==> src/rtl/cds_pkg.sv <==
`default_nettype none
package cds_pkg;

  localparam int unsigned PositionBitsDef = 32;
  localparam int unsigned StepBits        = 20;
  localparam int unsigned PortPosBits     = 32;
  localparam logic [StepBits-1:0] HomeStepRst = 20'd1000;

  // config register indexes
  localparam logic REG_HOME_STEP = 1'b0;

  // command codes
  localparam logic [2:0] REQ_NONE   = 3'd0;
  localparam logic [2:0] REQ_ENABLE = 3'd1;
  localparam logic [2:0] REQ_RESET  = 3'd2;
  localparam logic [2:0] REQ_QSTOP  = 3'd3;
  localparam logic [2:0] REQ_HOME   = 3'd4;

  // control words
  localparam logic [15:0] CW_DISABLE  = 16'h0000;
  localparam logic [15:0] CW_QSTOP    = 16'h0002;
  localparam logic [15:0] CW_SHUTDOWN = 16'h0006;
  localparam logic [15:0] CW_SWITCHON = 16'h0007;
  localparam logic [15:0] CW_ENABLE   = 16'h000F;
  localparam logic [15:0] CW_FLTRST   = 16'h0080;

  // status word masks and patterns
  localparam logic [15:0] SW_MASK_A    = 16'h004F;
  localparam logic [15:0] SW_MASK_B    = 16'h006F;
  localparam logic [15:0] SW_NOTREADY  = 16'h0000;
  localparam logic [15:0] SW_SWONDIS   = 16'h0040;
  localparam logic [15:0] SW_READY     = 16'h0021;
  localparam logic [15:0] SW_SWON      = 16'h0023;
  localparam logic [15:0] SW_OPEN      = 16'h0027;
  localparam logic [15:0] SW_QSTOP     = 16'h0007;
  localparam logic [15:0] SW_FLTREACT  = 16'h000F;
  localparam logic [15:0] SW_FAULT     = 16'h0008;

  typedef enum logic [2:0] {
    ST_NOT_READY  = 3'd0,
    ST_SW_ON_DIS  = 3'd1,
    ST_READY      = 3'd2,
    ST_SWITCHED   = 3'd3,
    ST_OP_ENABLED = 3'd4,
    ST_QUICK_STOP = 3'd5,
    ST_FLT_REACT  = 3'd6,
    ST_FAULT      = 3'd7
  } drive_state_t;

  typedef struct packed {
    logic home;
    logic stop;
    logic power;
    logic reset;
  } busy_t;

  typedef struct packed {
    drive_state_t state;
    logic [15:0]  ctrl;
    busy_t        busy;
    logic         armed;
    logic         motion;
  } cds_flags_t;

  // first match wins; no match keeps the previous state
  function automatic drive_state_t decode_state(input logic [15:0] sw,
                                                input drive_state_t prev);
    drive_state_t st;
    st = prev;
    priority if ((sw & SW_MASK_A) == SW_NOTREADY) st = ST_NOT_READY;
    else if ((sw & SW_MASK_A) == SW_SWONDIS)      st = ST_SW_ON_DIS;
    else if ((sw & SW_MASK_B) == SW_READY)        st = ST_READY;
    else if ((sw & SW_MASK_B) == SW_SWON)         st = ST_SWITCHED;
    else if ((sw & SW_MASK_B) == SW_OPEN)         st = ST_OP_ENABLED;
    else if ((sw & SW_MASK_B) == SW_QSTOP)        st = ST_QUICK_STOP;
    else if ((sw & SW_MASK_A) == SW_FLTREACT)     st = ST_FLT_REACT;
    else if ((sw & SW_MASK_A) == SW_FAULT)        st = ST_FAULT;
    else                                          st = prev;
    return st;
  endfunction

endpackage
`default_nettype wire

==> src/rtl/cds_apb_regs.sv <==
`default_nettype none
module cds_apb_regs
  import cds_pkg::*;
(
  input  wire logic                clk,
  input  wire logic                rst_n,
  input  wire logic                psel,
  input  wire logic                penable,
  input  wire logic                pwrite,
  input  wire logic [2:0]          paddr,
  input  wire logic [31:0]         pwdata,
  output logic      [31:0]         prdata,
  output logic                     pready,
  output logic      [StepBits-1:0] step_len
);

  logic [StepBits-1:0] home_step_r;
  logic                wr_en;

  assign pready = 1'b1;
  assign wr_en  = psel && penable && pwrite && (paddr[2] == REG_HOME_STEP);

  always_ff @(posedge clk) begin
    if (!rst_n) begin
      home_step_r <= HomeStepRst;
    end else if (wr_en) begin
      home_step_r <= pwdata[StepBits-1:0];
    end
  end

  always_comb begin
    prdata = '0;
    if (paddr[2] == REG_HOME_STEP) begin
      prdata = {{(32-StepBits){1'b0}}, home_step_r};
    end
  end

  assign step_len = home_step_r;

endmodule
`default_nettype wire

==> src/rtl/cds_step.sv <==
`default_nettype none
module cds_step
  import cds_pkg::*;
#(
  parameter int unsigned POSITION_BITS = PositionBitsDef
)
(
  input  wire logic                            clk,
  input  wire logic                            rst_n,
  input  wire logic                            adv,
  input  wire logic [StepBits-1:0]             step_len,
  input  wire logic [15:0]                     status_in,
  input  wire logic signed [POSITION_BITS-1:0] actual,
  input  wire logic [2:0]                      req_type,
  input  wire logic                            arm_origin,
  output cds_flags_t                           flags,
  output logic signed [POSITION_BITS-1:0]      target,
  output logic signed [POSITION_BITS-1:0]      origin,
  output logic                                 changed
);

  localparam int unsigned CW = ((POSITION_BITS > StepBits) ? POSITION_BITS : StepBits) + 2;

  cds_flags_t                      flags_r, flags_nxt;
  logic signed [POSITION_BITS-1:0] target_r, target_nxt;
  logic signed [POSITION_BITS-1:0] origin_r, origin_nxt;
  logic                            changed_r, changed_nxt;
  drive_state_t                    cur;
  logic signed [CW-1:0]            t_ext, s_ext, diff, sum;
  logic                            act_pos, act_neg;

  assign t_ext   = CW'(target_r);
  assign s_ext   = signed'(CW'(step_len));
  assign diff    = t_ext - s_ext;
  assign sum     = t_ext + s_ext;
  assign act_neg = actual[POSITION_BITS-1];
  assign act_pos = !act_neg && (actual != '0);

  always_comb begin
    cur         = decode_state(status_in, flags_r.state);
    changed_nxt = (cur != flags_r.state);
    flags_nxt   = flags_r;
    flags_nxt.state = cur;
    flags_nxt.armed = flags_r.armed | arm_origin;
    target_nxt  = target_r;
    origin_nxt  = origin_r;

    unique case (req_type)
      REQ_ENABLE: begin
        flags_nxt.busy.power = 1'b1;
        unique case (cur)
          ST_NOT_READY: ;
          ST_SW_ON_DIS: flags_nxt.ctrl = CW_SHUTDOWN;
          ST_READY:     flags_nxt.ctrl = CW_SWITCHON;
          ST_SWITCHED: begin
            flags_nxt.ctrl = CW_ENABLE;
            target_nxt     = actual;
            if (flags_nxt.armed) begin
              origin_nxt      = actual;
              flags_nxt.armed = 1'b0;
            end
          end
          ST_OP_ENABLED: begin
            flags_nxt.busy.reset = 1'b0;
            flags_nxt.busy.power = 1'b0;
            flags_nxt.busy.stop  = 1'b0;
            flags_nxt.motion     = 1'b1;
          end
          default: flags_nxt.busy.reset = 1'b1;
        endcase
      end
      REQ_RESET: begin
        flags_nxt.busy.reset = 1'b1;
        unique case (cur)
          ST_READY, ST_SWITCHED, ST_OP_ENABLED: flags_nxt.ctrl = CW_DISABLE;
          ST_FLT_REACT, ST_FAULT:               flags_nxt.ctrl = CW_FLTRST;
          ST_SW_ON_DIS: begin
            flags_nxt.busy.reset = 1'b0;
            flags_nxt.busy.stop  = 1'b0;
            flags_nxt.busy.power = 1'b1;
            flags_nxt.motion     = 1'b0;
          end
          default: ;
        endcase
      end
      REQ_QSTOP: begin
        flags_nxt.busy.stop = 1'b1;
        if (cur == ST_OP_ENABLED) begin
          flags_nxt.ctrl = CW_QSTOP;
        end else if (cur == ST_QUICK_STOP || cur == ST_SW_ON_DIS) begin
          flags_nxt.busy   = '0;
          flags_nxt.motion = 1'b0;
        end
      end
      REQ_HOME: begin
        flags_nxt.busy.home = 1'b1;
        // ramp toward zero, clamp and finish when the step would cross it
        if (act_pos) begin
          if (diff < 0) begin
            target_nxt     = '0;
            flags_nxt.busy = '0;
          end else begin
            target_nxt = diff[POSITION_BITS-1:0];
          end
        end else if (act_neg) begin
          if (sum > 0) begin
            target_nxt     = '0;
            flags_nxt.busy = '0;
          end else begin
            target_nxt = sum[POSITION_BITS-1:0];
          end
        end else begin
          target_nxt     = '0;
          flags_nxt.busy = '0;
        end
      end
      default: ;
    endcase
  end

  always_ff @(posedge clk) begin
    if (!rst_n) begin
      flags_r   <= '{state: ST_NOT_READY, ctrl: '0, busy: '0, armed: 1'b0, motion: 1'b0};
      target_r  <= '0;
      origin_r  <= '0;
      changed_r <= 1'b0;
    end else if (adv) begin
      flags_r   <= flags_nxt;
      target_r  <= target_nxt;
      origin_r  <= origin_nxt;
      changed_r <= changed_nxt;
    end
  end

  assign flags   = flags_r;
  assign target  = target_r;
  assign origin  = origin_r;
  assign changed = changed_r;

  // held state must not move without an item advancing
  a_hold: assert property (@(posedge clk) disable iff (!rst_n)
    !adv |=> ($stable(flags_r) && $stable(target_r) && $stable(origin_r)))
    else $error("state moved without an item");

  // changed flag reflects the state transition of the last item
  a_changed: assert property (@(posedge clk) disable iff (!rst_n)
    adv |=> (changed_r == (flags_r.state != $past(flags_r.state))))
    else $error("state_changed inconsistent");

  // a finished homing leaves the target at zero with no busy flags
  a_home_done: assert property (@(posedge clk) disable iff (!rst_n)
    (adv && req_type == REQ_HOME && actual == '0) |=> (target_r == '0 && flags_r.busy == '0))
    else $error("homing at origin did not finish");

endmodule
`default_nettype wire

==> src/rtl/cia402_drive_sequencer_unit.sv <==
// Drive sequencer for a CiA 402 style servo drive.
// Input channel (in_valid/in_ready): one request per communication cycle carrying
// the status word, the actual position, a command code and the origin-arm bit.
// Result channel (out_valid/out_ready): one result per request with the held
// control word, target position, decoded drive state, state-change flag, the
// four busy flags, motion-allowed and the captured origin.
// Config port (cfg_*): APB-style, homing step register at byte address 0;
// write only while no request is in flight.
// Throughput: one request per clock while the receiver keeps up. A request
// passes the input register, then the state/result register, to out_valid.
// The state registers double as the result register, so each request sees
// the state left by the one before it.
// Reset (synchronous, rst_n low): drive state not-ready, control word,
// target and origin zero, all flags clear, homing step 1000, both valids low.
// When the receiver stalls, the result holds; one more request is buffered
// in the input register, after which in_ready drops.
`default_nettype none
module cia402_drive_sequencer_unit
  import cds_pkg::*;
#(
  parameter int unsigned POSITION_BITS = PositionBitsDef
)
(
  input  wire logic                    clk,
  input  wire logic                    rst_n,
  input  wire logic                    in_valid,
  output logic                         in_ready,
  input  wire logic [15:0]             in_status_word,
  input  wire logic signed [31:0]      in_actual_position,
  input  wire logic [2:0]              in_req_type,
  input  wire logic                    in_arm_origin,
  output logic                         out_valid,
  input  wire logic                    out_ready,
  output logic [15:0]                  out_control_word,
  output logic signed [31:0]           out_target_position,
  output logic [2:0]                   out_drive_state,
  output logic                         out_state_changed,
  output logic                         out_reset_pending,
  output logic                         out_power_pending,
  output logic                         out_stop_pending,
  output logic                         out_homing_pending,
  output logic                         out_motion_allowed,
  output logic signed [31:0]           out_origin_position,
  input  wire logic                    cfg_psel,
  input  wire logic                    cfg_penable,
  input  wire logic                    cfg_pwrite,
  input  wire logic [2:0]              cfg_paddr,
  input  wire logic [31:0]             cfg_pwdata,
  output logic [31:0]                  cfg_prdata,
  output logic                         cfg_pready
);

  localparam int unsigned ExtBits =
    (POSITION_BITS > PortPosBits) ? POSITION_BITS : PortPosBits;

  // input register
  logic                            in_vld_r;
  logic [15:0]                     sw_r;
  logic signed [POSITION_BITS-1:0] act_r;
  logic [2:0]                      req_r;
  logic                            arm_r;
  logic                            out_vld_r;
  logic                            adv;

  logic [StepBits-1:0]             step_len;
  cds_flags_t                      flags;
  logic signed [POSITION_BITS-1:0] target, origin;
  logic signed [ExtBits-1:0]       target_ext, origin_ext;
  logic                            changed;

  // an item moves into the result register when that slot is free or drains
  assign adv      = in_vld_r && (!out_vld_r || out_ready);
  assign in_ready = !in_vld_r || adv;

  always_ff @(posedge clk) begin
    if (!rst_n) begin
      in_vld_r  <= 1'b0;
      out_vld_r <= 1'b0;
    end else begin
      if (in_ready) begin
        in_vld_r <= in_valid;
      end
      if (adv) begin
        out_vld_r <= 1'b1;
      end else if (out_ready) begin
        out_vld_r <= 1'b0;
      end
    end
  end

  // payload, no reset needed
  always_ff @(posedge clk) begin
    if (in_valid && in_ready) begin
      sw_r  <= in_status_word;
      act_r <= POSITION_BITS'(in_actual_position);
      req_r <= in_req_type;
      arm_r <= in_arm_origin;
    end
  end

  cds_apb_regs u_regs (
    .clk       (clk),
    .rst_n     (rst_n),
    .psel      (cfg_psel),
    .penable   (cfg_penable),
    .pwrite    (cfg_pwrite),
    .paddr     (cfg_paddr),
    .pwdata    (cfg_pwdata),
    .prdata    (cfg_prdata),
    .pready    (cfg_pready),
    .step_len  (step_len)
  );

  cds_step #(
    .POSITION_BITS (POSITION_BITS)
  ) u_step (
    .clk         (clk),
    .rst_n       (rst_n),
    .adv         (adv),
    .step_len    (step_len),
    .status_in   (sw_r),
    .actual      (act_r),
    .req_type    (req_r),
    .arm_origin  (arm_r),
    .flags       (flags),
    .target      (target),
    .origin      (origin),
    .changed     (changed)
  );

  // positions are reported as the low 32 bits of the sign-extended value
  assign target_ext = ExtBits'(target);
  assign origin_ext = ExtBits'(origin);

  assign out_valid           = out_vld_r;
  assign out_control_word    = flags.ctrl;
  assign out_target_position = target_ext[PortPosBits-1:0];
  assign out_drive_state     = flags.state;
  assign out_state_changed   = changed;
  assign out_reset_pending   = flags.busy.reset;
  assign out_power_pending   = flags.busy.power;
  assign out_stop_pending    = flags.busy.stop;
  assign out_homing_pending  = flags.busy.home;
  assign out_motion_allowed  = flags.motion;
  assign out_origin_position = origin_ext[PortPosBits-1:0];

  // empty result slot never blocks the input side
  a_no_block: assert property (@(posedge clk) disable iff (!rst_n)
    !out_vld_r |-> in_ready)
    else $error("input stalled with empty result slot");

  // a drained result with nothing behind it leaves the output empty
  a_drain: assert property (@(posedge clk) disable iff (!rst_n)
    (out_vld_r && out_ready && !in_vld_r) |=> !out_vld_r)
    else $error("result repeated");

  // every advanced item shows up as a valid result
  a_adv: assert property (@(posedge clk) disable iff (!rst_n)
    adv |=> out_vld_r)
    else $error("advanced item lost");

endmodule
`default_nettype wire

==> config.mk <==
export PLATFORM = sky130hd
export DESIGN_NAME = cia402_drive_sequencer_unit
export DESIGN_NICKNAME = d
export VERILOG_FILES = /design/src/rtl/cds_pkg.sv /design/src/rtl/cds_apb_regs.sv /design/src/rtl/cds_step.sv /design/src/rtl/cia402_drive_sequencer_unit.sv
export SDC_FILE = /design/constraint.sdc
export NUM_CORES = 1
export LEC_CHECK = 0
export ABC_AREA = 1
export BUFFER_PORTS_ARGS = -buffer_cell sky130_fd_sc_hd__buf_4
export CAP_MARGIN = 20
export CORE_MARGIN = 2
export CORE_UTILIZATION = 43
export DETAILED_ROUTE_END_ITERATION = 10
export GPL_TIMING_DRIVEN = 0
export HOLD_SLACK_MARGIN = 0.1
export PLACE_DENSITY_LB_ADDON = 0.3
export SETUP_SLACK_MARGIN = 0.4
export SYNTH_ARGS = -nofsm -noshare
export SYNTH_HDL_FRONTEND = slang
export SYNTH_SLANG_ARGS = --single-unit
==> constraint.sdc <==
create_clock -name clk -period 3.9 [get_ports clk]
set_clock_uncertainty 0.05 [all_clocks]
set_input_delay 0.975 -clock clk [delete_from_list [all_inputs] [get_ports clk]]
set_output_delay 0.975 -clock clk [all_outputs]
set_load 0.05 [all_outputs]
==> results.md <==
* Status: complete, no violations
* Largest net degree at the start of global routing at 43
* Final worst slack at 495 ps
* Total grt overflow at 0
* EDFF count, synth at 42
* CP max-delay cell: a211oi_1
* Terminus of the critical flop-to-flop path: u_step.target[12]
* Static Leak at 5.93 nW
* Pwr dens at 326 nW/um2
* Initial DRC count at 783
* Launch point of the worst reg-to-reg path: u_regs.step_len[13]
* Global-route wire length before repair at 53.1 mm
* Worst relative slew slack at between 40% and 50%
* Combinational share of power at between 10% and 20%
* Critical Path Sink: u_step.target[12]
* Worst Max-Slew Pin Slew at between 800 and 900 ps
* Worst r2r path cells at 16
* First-pass detailed-route iteration total at 5
* Utilization after layout at 54.5%
* Wire per inst at ~18 um
* Psw at 1.31 mW
* Slew Limit Fails at 0
* Nets at 1816
* Initial Utilization at between 40 and 50%
* Flop pwr share at 40.4%
* Clk pwr share at about 40%
* Via density at 5.25
* CTS buffer count at 17
* IO buf count at 169
* Register bit total from synthesis at around 140
* Minimum period implied by the final worst setup slack at between 3000 and 4000 ps
* Clk_lat worst skew at 430 ps
* Longest Clk Path Bufs at 2
* N_diodes at 0
* CP Launch Type: register
* Num rows at 55
* Fin Setup TNS at 0 ps
* Initial antenna violation count at 2
* Hold_buf cts at 0
* Critical-path cell list: inv_1 -> ha_1 -> buf_4 -> a21oi_2 -> o21ai_0 -> a21oi_2 -> nand3_1 -> inv_1 -> nand4_1 -> nand2_1 -> nor2_4 -> inv_2 -> clkbuf_4 -> nor2_1 -> a211oi_1 -> a21oi_1
* Vias at 10400
* Setup WS pre-CTS at 56.8 ps
* Internal power at 2.73 mW
* Clock transition at path regs at about 60 ps
* Maximum vdd drop at ~280 uV
* Flop2flop setup slack at 500 ps
* Start point of the critical path: u_regs.step_len[13]
* DRC at 0
* Final Cycle Share at 87.3%
* Number of global-route vias before repair at around 9400
* CP max FO at 10
* Chip height at between 150 and 200 um
* Post-Route WL at 35.4 mm
* Fmax at 0.294 GHz
* Layout area overhead at 23.7%
* Hold Crit Class: reg -> reg
* Post-Syn Area at roughly 10000 um2
* Critical Path AT at 3650 ps
* Mapped Cells at approximately 1500
* Ys flop type: dfxtp_1
* H-tree depth at 4
* CTS tree: done
* GR Util All Layers at 28.8%
* Ports at 218
* Endpoints failing setup at 0
* Crit path kind: reg -> reg
* Antenna-violating nets left at 0
* Critical Path RT at 4150 ps
* RSZ-0062 raised after global routing: true
* Critical path endpoint category: register
* Placed cells at between 1500 and 2000
* Async set-reset flop share out of synthesis at 0%
* Non-Filler Instances at 1978
* Sink Count at approximately 140
* Slowest stage delay, CP at 380 ps
* DIE WIDTH at 157 um
* Share of post-route cells with drive strength above 1 at 21.7%
* Overall power at about 4.0 mW
* GP Congestion at 0.995
* Warnings from Yosys at 0
* Max-cap violation count at 0
* DP HPWL at 28.3 mm
* Core area at 22700 um2
* Avg Synthesized Cell Area at between 6 and 7 um2
* Distinct cell type count after synthesis at 52
* Sequential area share after synthesis at 32.8%
* Sw Ratio at 32.4%
* Fin. Hold Viols at 0
* Root Buffer: clkbuf_16
* Die area at between 20000 and 25000 um2
==> Yosys cell counts (22+ instances only) <==
| cell type | count | area share [%] |
|---|---|---|
| nand2_1 | 326 | 12 |
| o21ai_0 | 111 | 5.6 |
| buf_4 | 42 | 3.2 |
| nand3_1 | 58 | 2.9 |
| nor2_1 | 119 | 4.5 |
| xor2_1 | 22 | 1.9 |
| clkbuf_1 | 28 | 1.1 |
| a21oi_1 | 152 | 7.6 |
| ha_1 | 40 | 5.0 |
| dfxtp_1 | 101 | 20 |
| inv_2 | 23 | 0.86 |
| edfxtp_1 | 42 | 13 |
| inv_1 | 190 | 7.1 |
| nand4_1 | 23 | 1.4 |
==> metrics by stage <==
step	hold slack, ps	cell area (um2)
3_5_place_dp	389	11700
3_3_place_gp	387	11700
4_1_cts	398	12300
5_1_grt	418	12400
2_1_floorplan	374	10100
6_report	399	12400
==> layout by cell type (no fill, tap or decap), types with 9 or more instances in the layout <==
master | synthesis | final
nand2_1 | 326 | 324
buf_4 | 42 | 216
inv_1 | 190 | 189
a21oi_1 | 152 | 150
nor2_1 | 119 | 116
o21ai_0 | 111 | 109
dfxtp_1 | 101 | 99
nand3_1 | 58 | 57
edfxtp_1 | 42 | 42
ha_1 | 40 | 40
clkbuf_1 | 28 | 28
inv_2 | 23 | 24
conb_1 | 2 | 24
nand4_1 | 23 | 23
xor2_1 | 22 | 21
nor2_2 | 18 | 20
clkbuf_16 | 0 | 17
nor4_1 | 14 | 14
nor3_1 | 14 | 13
o211ai_1 | 11 | 11
buf_2 | 10 | 10
nand2_2 | 8 | 10
a211oi_1 | 12 | 10
nor2_4 | 8 | 9
o21ai_1 | 7 | 9
==> worst max-delay path, delay by kind of cell (launching register included) <==
kind,cells,cell delay (ps)
flip-flops,1,330
adder cells (fa/ha/maj),1,270
AND/OR/NAND/NOR,5,710
buffers and inverters,5,750
AO/OA/AOI/OAI,5,1150
==> how the worst min path moves through the flow <==
| stage | startpoint | end | slack [ps] | cells after the start |
|---|---|---|---|---|
| 3_3_place_gp | u_step.origin[28] | u_step.origin[28] | 390 | 2 |
| 3_5_place_dp | u_step.origin[19] | u_step.origin[19] | 390 | 2 |
| 2_1_floorplan | u_step.flags[13] | u_step.flags[13] | 370 | 2 |
| 4_1_cts | u_step.origin[19] | u_step.origin[19] | 400 | 2 |
| 5_1_grt | u_step.origin[21] | u_step.origin[21] | 420 | 2 |
| 6_report | u_step.origin[28] | u_step.origin[28] | 400 | 2 |
==> flip-flops by register name (all words and copies together), names as in the netlist <==
name             count
act_r               32
req_r                3
sw_r                 6
u_step.target       32
u_step.flags        14
u_step.changed       1
arm_r                1
u_regs.step_len     20
u_step.origin       32
out_valid            1
in_vld_r             1
==> logic make-up (layout without fill, tap and decap cells) <==
group                      after synthesis  count (layout)  synth area share [%]
xor gates and xnor gates                22              22                  1.93
AOI/OAI and AO/OA                      326             326                  18.1
DFF                                    143             143                  32.8
and+or+nand+nor                        621             621                  27.9
buffers and inverters                  309             515                  13.7
adders and majority gates               42              42                  5.40
other                                    2              24                0.0751
==> metal layers <==
layer  vias up  GRT usage, %  share of wire, %
met5         -             0                 0
met4         0          8.65               2.3
met3        46          4.29               6.4
met2       384          45.9                45
met1      4816          40.2                46
li1       5139             -                 -
==> cell type report <==
cell class	instances	area, um2
fillers	2318	10300
multi-input cells	1035	5480
flip-flops and latches	143	3290
repair buffers	174	1310
inverters	220	833
plain buffers	89	551
clock buffers	19	433
well taps	285	357
clock inverters	13	126
==> power groups by stage <==
stage | clock, mW | combinational, mW | sequential, mW
finish | 1.62 | 0.784 | 1.63
floorplan | 0 | 0.489 | 1.69
CTS | 1.64 | 0.765 | 1.63
detailed placement | 0 | 0.760 | 1.66
global placement | 0 | 0.757 | 1.66
global route | 1.71 | 0.850 | 1.64
==> repair_timing <==
item,4_1_cts,5_1_grt
setup endpoints to repair,25,33
cloned,0,0
setup buffers,1,4
pin swaps,0,2
gates resized for setup,6,17
(Power assumes the default switching activity.)
